$ cat src/hdl/ssq_pkg.sv
`timescale 1ns / 1ps
// shared types and constants of the smallest subsequence selector
// no dependencies

package ssq_pkg;

	localparam int DEPTH = 1024;
	localparam int PTR_W = (DEPTH > 1) ? $clog2(DEPTH) : 1;
	localparam int OCC_W = $clog2(DEPTH + 1);
	localparam int DATA_W = 32;
	localparam int CFG_W = 16;
	localparam int CFG_IDX_W = 2;

	localparam logic [CFG_IDX_W-1:0] REG_SEQ_LENGTH = CFG_IDX_W'(0);
	localparam logic [CFG_IDX_W-1:0] REG_KEEP_COUNT = CFG_IDX_W'(1);

	localparam logic [CFG_W-1:0] EMIT_CAP = CFG_W'(DEPTH - 1);

	typedef logic [PTR_W-1:0] ptr_t;
	typedef logic [OCC_W-1:0] occ_t;
	typedef logic [DATA_W-1:0] data_t;
	typedef logic [CFG_W-1:0] cfg_t;

	typedef struct packed {
		logic  we;
		ptr_t  waddr;
		data_t wdata;
		logic  re;
		ptr_t  raddr;
	} ssq_mem_req_t;

	typedef struct packed {
		logic restart;
		logic out_free;
		cfg_t n;
		cfg_t emit_from;
	} ssq_ctl_t;

	typedef struct packed {
		logic  valid;
		data_t data;
		logic  last;
	} ssq_res_t;

	function automatic ptr_t next_ptr(input ptr_t p);
		return (p == PTR_W'(DEPTH - 1)) ? '0 : p + PTR_W'(1);
	endfunction

	function automatic ptr_t prev_ptr(input ptr_t p);
		return (p == '0) ? PTR_W'(DEPTH - 1) : p - PTR_W'(1);
	endfunction

endpackage

$ cat src/hdl/ssq_ctrl.sv
`timescale 1ns / 1ps
// sequencer of the deque: back pops through one shared compare, push, front pop
// depends on ssq_pkg

module ssq_ctrl
	import ssq_pkg::*;
(
	input  logic         clk,
	input  logic         arst_n,
	input  logic         in_take,
	input  data_t        in_value,
	input  ssq_ctl_t     ctl,
	input  data_t        mem_rdata,
	output ssq_mem_req_t mem_req,
	output ssq_res_t     res,
	output logic         idle
);

	typedef enum logic [4:0] {
		ST_IDLE  = 5'b00001,
		ST_POP   = 5'b00010,
		ST_PUSH  = 5'b00100,
		ST_FRONT = 5'b01000,
		ST_OUT   = 5'b10000
	} state_t;

	state_t state_q, state_d;
	ptr_t   front_q, front_d;
	ptr_t   back_q, back_d;
	occ_t   occ_q, occ_d;
	cfg_t   pos_q, pos_d;
	data_t  value_q;

	logic   last;
	logic   emit;
	logic   larger;
	logic   full;

	assign last   = ({1'b0, pos_q} + 17'd1) >= {1'b0, ctl.n};
	assign emit   = pos_q >= ctl.emit_from;
	assign larger = $signed(mem_rdata) > $signed(value_q);
	assign full   = occ_q == OCC_W'(DEPTH);
	assign idle   = state_q == ST_IDLE;

	always_comb begin
		state_d = state_q;
		front_d = front_q;
		back_d  = back_q;
		occ_d   = occ_q;
		pos_d   = pos_q;
		mem_req = '0;
		res     = '0;

		unique case (state_q)
			ST_IDLE: begin
				if (ctl.restart) begin
					front_d = '0;
					back_d  = '0;
					occ_d   = '0;
					pos_d   = '0;
				end else if (in_take) begin
					if (occ_q != '0) begin
						mem_req.re    = 1'b1;
						mem_req.raddr = prev_ptr(back_q);
						state_d       = ST_POP;
					end else begin
						state_d = ST_PUSH;
					end
				end
			end
			ST_POP: begin
				if (larger) begin
					back_d = prev_ptr(back_q);
					occ_d  = occ_q - OCC_W'(1);
					if (occ_q > OCC_W'(1)) begin
						mem_req.re    = 1'b1;
						mem_req.raddr = prev_ptr(prev_ptr(back_q));
					end else begin
						state_d = ST_PUSH;
					end
				end else begin
					state_d = ST_PUSH;
				end
			end
			ST_PUSH: begin
				mem_req.we    = 1'b1;
				mem_req.waddr = back_q;
				mem_req.wdata = value_q;
				back_d        = next_ptr(back_q);
				if (full) begin
					front_d = next_ptr(front_q);
				end else begin
					occ_d = occ_q + OCC_W'(1);
				end
				if (emit) begin
					state_d = ST_FRONT;
				end else begin
					state_d = ST_IDLE;
					if (last) begin
						front_d = '0;
						back_d  = '0;
						occ_d   = '0;
						pos_d   = '0;
					end else begin
						pos_d = pos_q + CFG_W'(1);
					end
				end
			end
			ST_FRONT: begin
				mem_req.re    = 1'b1;
				mem_req.raddr = front_q;
				state_d       = ST_OUT;
			end
			ST_OUT: begin
				if (ctl.out_free) begin
					res.valid = 1'b1;
					res.data  = mem_rdata;
					res.last  = last;
					front_d   = next_ptr(front_q);
					occ_d     = occ_q - OCC_W'(1);
					state_d   = ST_IDLE;
					if (last) begin
						front_d = '0;
						back_d  = '0;
						occ_d   = '0;
						pos_d   = '0;
					end else begin
						pos_d = pos_q + CFG_W'(1);
					end
				end
			end
			default: begin
				state_d = ST_IDLE;
			end
		endcase
	end

	always_ff @(posedge clk or negedge arst_n) begin
		if (!arst_n) begin
			state_q <= ST_IDLE;
			front_q <= '0;
			back_q  <= '0;
			occ_q   <= '0;
			pos_q   <= '0;
		end else begin
			state_q <= state_d;
			front_q <= front_d;
			back_q  <= back_d;
			occ_q   <= occ_d;
			pos_q   <= pos_d;
		end
	end

	always_ff @(posedge clk) begin
		if (in_take) begin
			value_q <= in_value;
		end
	end

endmodule

$ cat config.mk
export PLATFORM = sky130hd
export DESIGN_NAME = ssq_ctrl
export DESIGN_NICKNAME = d
export VERILOG_FILES = /design/src/hdl/ssq_pkg.sv /design/src/hdl/ssq_ctrl.sv
export SDC_FILE = /design/constraint.sdc
export NUM_CORES = 1
export LEC_CHECK = 0
export ABC_AREA = 1
export BUFFER_PORTS_ARGS = -buffer_cell sky130_fd_sc_hd__clkbuf_2
export CORE_MARGIN = 1.5
export CORE_UTILIZATION = 45
export DETAILED_ROUTE_END_ITERATION = 16
export PLACE_DENSITY_LB_ADDON = 0.12
export SYNTH_ARGS = -nofsm -noshare
export SYNTH_HDL_FRONTEND = slang
export SYNTH_SLANG_ARGS = --single-unit
$ cat constraint.sdc
create_clock -name clk -period 8.6 [get_ports clk]
set_clock_uncertainty 0.2 [all_clocks]
set_input_delay 0.86 -clock clk [delete_from_list [all_inputs] [get_ports clk]]
set_output_delay 0.86 -clock clk [all_outputs]
set_load 0.02 [all_outputs]
== After elaboration in Yosys (flattened, before gate mapping) ==
Index checks and enable logic that the tools add are counted.
Word-level totals
  flip-flop bits (word level): 84
  bits in latches: 0
  bits in writable memories: 0
  bits in read-only memories: 0
  input bits: 101
  output and inout bits: 89
  word-level logic and storage cells: 91
  memories kept: 0
Cells by class
  $add $sub $neg: 8
  $mul: 0
  div/mod/pow operators: 0
  order comparisons: 4
  equality and inequality tests: 16
  shifts and indexed selects: 0
  multiplexer cells: 47
  bitwise logic cells: 0
  reductions and logical operators: 10
Operator list (number)
  $mux W10: 15
  $mux W11: 12
  $mux W34: 2
  $mux W16: 4
  $pmux W16 S3: 1
  $pmux W11 S4: 1
  $mux W43: 1
  $pmux W10 S4: 1
  $pmux W11 S3: 1
  $gt A32 B32 Y1: 1
  $pmux W10 S3: 1
  $mux W5: 5
  $pmux W5 S5: 1
  $add A10 B1 Y10 const B: 2
  $eq A10 B10 Y1 const B: 2
  $logic_not A10 Y1: 2
  $sub A10 B1 Y10 const B: 2
  $add A16 B1 Y17 const B: 1
  $ge A17 B16 Y1: 1
  $add A16 B1 Y16 const B: 1
  $ge A16 B16 Y1: 1
  $ne A2 B2 Y1 const B: 7
  $reduce_and A4 Y1: 3
  $add A11 B1 Y11 const B: 1
  other kinds (16): 16

== Longest topological paths before layout ==
Gate-level depths: netlist of run 1.
  depth in word-level cells: 7
  depth in mapped cells: 26
  mapped depth without buffers: 25

== Least setup slack after synthesis of run 1 ==
OpenSTA, ideal clock, no wires.
  path type: register -> output
  start point: register pos_q[0]
  end point: output res[0] in the netlist's numbering
  arrival: 2.705 ns
  data required time: 7.540 ns
  slack: 4.835 ns
  stages on the path, launching flop included: 21
  path buffers: 0
  cell sequence: dfrtp_1 ha_1 nand2_1 nor2_2 nand3_1 nor4_2 xnor2_1 inv_1 ha_1 nand2_1 inv_1 nand2_1 nor2_1 a21oi_1 nand2_1 nand2_1 nand2_1 nand2_1 nand2_2 inv_1 nor2_1
RTL lines
  from (decl): RTL line ssq_ctrl.sv:31  | cfg_t pos_q, pos_d;
  from (signal assigned): RTL line ssq_ctrl.sv:150  | pos_q <= pos_d;
  to (decl): RTL line ssq_ctrl.sv:15  | output ssq_res_t res,

==> results of run 1 <==
==> per-layer routing <==
layer	up-vias	global-route usage (%)	part of all wire, %	routed length, um
met5	-	0	0	0
met2	234	42.3	47	10300
li1	4075	-	-	-
met1	3589	31.8	46	10000
met4	0	6.03	1.1	235
met3	15	4.17	6.3	1380
==> flip-flops by register name (all words and copies together), names as in the netlist <==
name and count:
value_q 32, pos_q 16, occ_q 11, back_q 10, front_q 10, state_q 5
==> critical path, stage by stage, from the launching register on <==
cell	delay, ns
dfrtp_1	0.45
ha_1	0.22
nand2_1	0.07
nor2_2	0.17
nand3_1	0.18
nor4_2	0.30
xnor2_1	0.19
inv_1	0.07
ha_1	0.29
nand2_1	0.05
inv_1	0.06
nand2_1	0.07
nor2_1	0.15
a21oi_1	0.08
nand2_1	0.06
nand2_1	0.04
nand2_1	0.05
nand2_1	0.07
nand2_2	0.29
inv_1	0.18
nor2_1	0.13
clkbuf_2	0.20
==> Yosys cell counts (15+ instances only) <==
library cell	count
inv_1	164
xor2_1	25
edfxtp_1	32
a21oi_1	41
nand4_1	17
o21ai_0	30
nand2_1	374
nand3_1	59
nor3_1	20
inv_2	15
ha_1	73
nor2_1	138
dfrtp_1	51
==> power groups by stage <==
stage                     clock, mW  sequential [mW]  combinational (mW)
after detailed placement          0            0.495               0.741
after global routing          0.423            0.493               0.830
after CTS                     0.408            0.487               0.745
after floorplan                   0            0.483               0.564
after global placement            0            0.493               0.742
final                         0.395            0.487               0.741
==> kinds of logic after synthesis <==
family	count (synthesis)	synth area share, %
simple gates	650	36.0
buf+inv	216	11.2
compound gates	116	8.55
flops	84	29.0
fa+ha+maj	73	11.7
xor+xnor	32	3.59
==> stage by stage <==
step                      hold slack, ns  total power, mW  instance area, sq um  util (%)  setup WS, ns
after CTS                          0.324             1.64                  9180      54.8          3.84
after floorplan                    0.270             1.05                  7810         -          4.84
after global placement             0.299             1.23                  8890      53.0          4.32
final                              0.326             1.62                  9180      54.8          3.80
after detailed placement           0.302             1.24                  8890      53.0          4.21
after global routing               0.375             1.75                  9180      54.8          3.42
==> cell type report <==
type                    instances  area, sq um  share of cell area [%]
repair buffers                194          983                    10.7
well taps                     220          275                    3.00
flip-flops and latches         84         2260                    24.6
clock inverters                 5         41.3                   0.450
inverters                     183          692                    7.54
clock buffers                  11          254                    2.77
multi-input cells             871         4670                    50.9
==> final timing paths <==
path / to
hold / removal: occ_q[5]
setup reg to reg: back_q[7]
min in group asynchronous: pos_q[12]
hold reg to reg: occ_q[5]
setup / recovery: res[0]
max in group asynchronous: state_q[1]
==> results.toml, run 1 <==
[routing]
routed-via-count = 7913
drt-vias-per-instance = 5.05
wire_per_inst_um = 14.0
drt_wl_total_um = 21900
drcViolationCount = 0
dr.pass1.iters = 7
drtIter0Drc = 322
ant_nets = 0

[final_layout]
final_common_cell = "nand2_1"
fill_cells = 1708
instances_no_fill = 1568
area_growth_pct = 17.6
nNetsFinal = 1517
drive_above_1_share_pct = 19.4
layout_common_cells = "374 x nand2_1, 189 x clkbuf_2, 163 x inv_1"
n_antenna_cell = 0

[power]
sequentialPowerShare_pct = 30.0
swShare_pct = 45.3
powerDensity_mw_per_mm2 = 177
p_sw_mw = 0.736
power.internal_mw = 0.888
clkPwrFrac_pct = 24.3
ir_drop_mv = 0.121
p_comb_share_pct = 45.7
total_leakage_power_nw = 5.15

[setup_path]
r2r-start = "pos_q[0]"
r2r_slack_ns = 4.14
worstRegToRegCells = 23
endpoint_kind = "primary output"
crit_type = "flop to primary output"
cp_data_arrival_time_ns = 3.74
startpoint = "pos_q[0]"
cp.required_ns = 7.54
start_kind = "flop"
crit_path_max_fanout = 16

[timing]
slew_violations = 0
max_freq_mhz = 208
max-slew-margin-rel_pct = 19.7
period_needed_ns = 4.80
worst_slew_pin_slew_ns = 1.20
min_period_over_period_pct = 55.8
finalHoldViolCount = 0
finalSetupTns_ns = 0
setup_viol = 0
rsz0062_at_grt = "false"

[floorplan]
die-area_sq_mm = 0.0182
io_pins = 190
row_count = 47
die_w_um = 135
chipHeight_um = 135
initial_utilization_pct = 46.6
core_area_sq_mm = 0.0168

[synthesis]
yosysWarnings = 0
syn_area_sq_mm = 0.00781
synth_top_flop_cell = "dfrtp_1"
synthCells = 1171
netlist.top_cell.by_area = "nand2_1"
synth.area.top_cells = "nand2_1 18%, dfrtp_1 16%, edfxtp_1 12%"
syn-num-nets = 1345
synth_top_area_share_pct = 18.0
synth_edf_count = 32
ys_types = 46
avgSynthCellArea_sq_um = 6.67
synthArstFlopShare_pct = 61.9
ys_ff_latch = 84
yosysSeqAreaShare_pct = 29.0

[clocking]
clockRootBuffer = "clkbuf_16"
cts_htree_levels = 3
worstSkewPairLatency_ns = 0.35
postCtsHoldBufs = 0
cts_setup_buffers = 0
cts.clk_slew.worst_paths_ns = 0.07
cts_buffers = 9
clock_sink_count = 84
cts.path.max_buffers = 2
ctsResizeCount = 0
cts_tree = "built"

[global_route]
track_usage_pct = 24.5
grt_overflow = 0
grt_pass1_wl_um = 35300
grt_pass1_vias = 7215
grt_max_degree = 53
antenna_found_initial = 0

[placement]
gp_congestion = 0.901
dp.cells = 1552
dp_hpwl_um = 16600
io_buffer_count = 189

[hold_path]
timing.hold.worst.class = "flop to flop"
hp-start = "occ_q[5]"
hold_depth = 2

[outcome]
outcome = "completed"

[job]
drv_cap = 0
(Power assumes the default switching activity.)
==> run 2: changes to the inputs <==
--- a/config.mk
+++ b/config.mk
@@ -5,7 +5,7 @@
 export SDC_FILE = /design/constraint.sdc
 export NUM_CORES = 1
 export LEC_CHECK = 0
-export ABC_AREA = 1
+export ABC_AREA = 0
 export BUFFER_PORTS_ARGS = -buffer_cell sky130_fd_sc_hd__clkbuf_2
 export CORE_MARGIN = 1.5
 export CORE_UTILIZATION = 45
==> constraint.sdc (replaced) <==
create_clock -name clk -period 4.4 [get_ports clk]
set_clock_uncertainty 0.2 [all_clocks]
set_input_delay 0.44 -clock clk [delete_from_list [all_inputs] [get_ports clk]]
set_output_delay 0.44 -clock clk [all_outputs]
set_load 0.02 [all_outputs]
==> run 2 against run 1 <==
Utilization increased by 1.7 points. Die area decreased by 9.6%. Synthesized area is 9.8% lower. Final cell count is 21% lower. Cell area decreased by 6.2%. Combinational power is 110% higher. Sequential power is 100% higher. Synthesized cell count shrank 29%. Global-route usage is 1.2 points higher. Non-clock buffer count up 22. Flip-flop and latch count unchanged. First-iteration DRC count up 61%.
==> results.toml, run 2 <==
[clocking]
cts.clk_slew.worst_paths_ns = 0.06
worstSkewPairLatency_ns = 0.35
cts_setup_buffers = 0
ctsResizeCount = 0
clock_sink_count = 84
cts_buffers = 9
cts_tree = "built"
clockRootBuffer = "clkbuf_16"
postCtsHoldBufs = 0
cts_htree_levels = 3
cts.path.max_buffers = 2

[setup_path]
crit_path_max_fanout = 13
start_kind = "flop"
endpoint_kind = "primary output"
cp_data_arrival_time_ns = 3.49
cp.required_ns = 3.76
crit_type = "flop to primary output"

[timing]
worst_slew_pin_slew_ns = 1.08
max-slew-margin-rel_pct = 28.0
max_freq_mhz = 242
timing.hold.ws_ns = 0.0203
finalHoldViolCount = 0
period_needed_ns = 4.13
min_period_over_period_pct = 93.8
setup_viol = 0
slew_violations = 0
finalSetupTns_ns = 0
layout_setup_ws_ns = 0.272

[final_layout]
largest_register_ffs = 32
area_growth_pct = 22.3
nNetsFinal = 1198
top_register = "value_q"
n_antenna_cell = 0
drive_above_1_share_pct = 24.9
layout_common_cells = "189 x clkbuf_2, 94 x nor2_1, 82 x inv_1"
reg_top3 = "value_q x32, pos_q x16, occ_q x11"
post-route-util_pct = 56.5
final_common_cell = "clkbuf_2"
fill_cells = 1516
instances_no_fill = 1240

[power]
total_leakage_power_nw = 4.44
ir_drop_mv = 0.230
powerDensity_mw_per_mm2 = 390

[placement]
io_buffer_count = 189
dp_hpwl_um = 15900
gp_congestion = 0.892
place_ws_ns = 0.454
dp.cells = 1224

[synthesis]
synthAdderAreaFrac_pct = 13.0
yosysSeqAreaShare_pct = 32.1
yosysWarnings = 0
ys_types = 76
ys_ff_latch = 84
yosysMostFrequentCell = "nor2_1"
syn_area_sq_mm = 0.00704
synth.area.top_cells = "dfrtp_1 18%, edfxtp_1 14%, ha_1 13%"
synth_xor_area_share_pct = 3.11
synth_top_area_share_pct = 18.1
synth-simple-area-share_pct = 23.6
netlist.top_cell.by_area = "dfrtp_1"
synthCells = 833
synth.mux.area_fraction_pct = 0.142
synth_top_flop_cell = "dfrtp_1"
synth_compound_area_share_pct = 21.1
synth_commonest_cells = "94 x nor2_1, 82 x inv_1, 73 x ha_1, 52 x and3_1, 52 x o21ai_0"
synthArstFlopShare_pct = 61.9
synth_edf_count = 32
avgSynthCellArea_sq_um = 8.45
syn-num-nets = 1007
synth_top_family_by_area = "simple AND/OR/NAND/NOR gates"

[floorplan]
die_w_um = 128
io_pins = 190
core_area_sq_mm = 0.0153
initial_utilization_pct = 46.2
chipHeight_um = 128
row_count = 45
die-area_sq_mm = 0.0164

[routing]
routed-via-count = 6966
drcViolationCount = 0
wire_per_inst_um = 16.6
drt-vias-per-instance = 5.62
drt_wl_total_um = 20600
ant_nets = 0
drtIter0Drc = 520
dr.pass1.iters = 5

[hold_path]
timing.hold.worst.class = "input port to asynchronous set/reset pin"

[global_route]
antenna_found_initial = 0
grt_max_degree = 53
grt_pass1_wl_um = 33300
track_usage_pct = 25.6
grt_pass1_vias = 6650
grt_overflow = 0

[outcome]
outcome = "completed"

[job]
drv_cap = 0
## run 2: cell types whose count changed after synthesis, sizes merged, moves of 15 or more
cell,before,now
inv,179,82
xor2,25,6
nand2,383,48
nand3,64,35
nor2,150,94
and2,0,16
and3,3,52
o21ai,40,55
## run 2: final cells by class
| class | count | area (sq um) | area share (%) |
|---|---|---|---|
| Clock buffer | 10 | 229 | 2.66 |
| Clock inverter | 6 | 88.8 | 1.03 |
| Inverter | 83 | 312 | 3.62 |
| Multi-Input combinational cell | 630 | 4310 | 50.0 |
| Sequential cell | 84 | 2260 | 26.3 |
| Tap cell | 211 | 264 | 3.06 |
| Timing Repair Buffer | 216 | 1150 | 13.3 |
## run 2: final timing paths
kind	start	end	slack, ns	depth (start not counted)
worst min-delay path	arst_n	pos_q[13]	0.02	2
worst max-delay path	value_q[15]	mem_req[8]	0.27	11
max in group asynchronous	arst_n	occ_q[7]	3.49	2
worst min register to register	occ_q[9]	occ_q[9]	0.31	1
min in group clk	in_value[24]	value_q[24]	0.06	1
worst max register to register	pos_q[0]	front_q[5]	0.45	15
## run 2: worst max-delay path, stage by stage (launching register included)
cell and delay (ns):
edfxtp_1 0.38, inv_1 0.10, ha_1 0.24, and3_1 0.20, and3_1 0.18, a221o_1 0.33
o31ai_1 0.37, o311ai_2 0.26, o311ai_2 0.34, o21ai_0 0.22, a32o_1 0.35, clkbuf_2 0.16
## run 2: power breakdown
| group | switching (mW) | internal, mW | total [mW] |
|---|---|---|---|
| registers | 0.0984 | 0.892 | 0.990 |
| clock network | 0.328 | 0.498 | 0.826 |
| logic | 1.00 | 0.539 | 1.54 |
| total | 1.43 | 1.93 | 3.36 |
## run 2: logic make-up after synthesis
group | after synthesis
muxes | 1
buffers and inverters | 119
AOI/OAI and AO/OA | 212
xor gates and xnor gates | 25
and+or+nand+nor | 319
adders and majority gates | 73
DFF | 84
## run 2: per-layer routing
metal  vias up  wire length (um)  track usage (%)
met5         -                 0                0
met1      3267              9140             32.8
met3        21              1480             6.93
met2       254              9710             43.2
met4         0               290             5.95
li1       3424                 -                -
## run 2: stage by stage
| stage | area [sq um] | total power [mW] |
|---|---|---|
| floorplan | 7040 | 2.06 |
| global placement | 8290 | 2.52 |
| detailed placement | 8290 | 2.53 |
| CTS | 8610 | 3.36 |
| global route | 8620 | 3.56 |
| finish | 8620 | 3.36 |
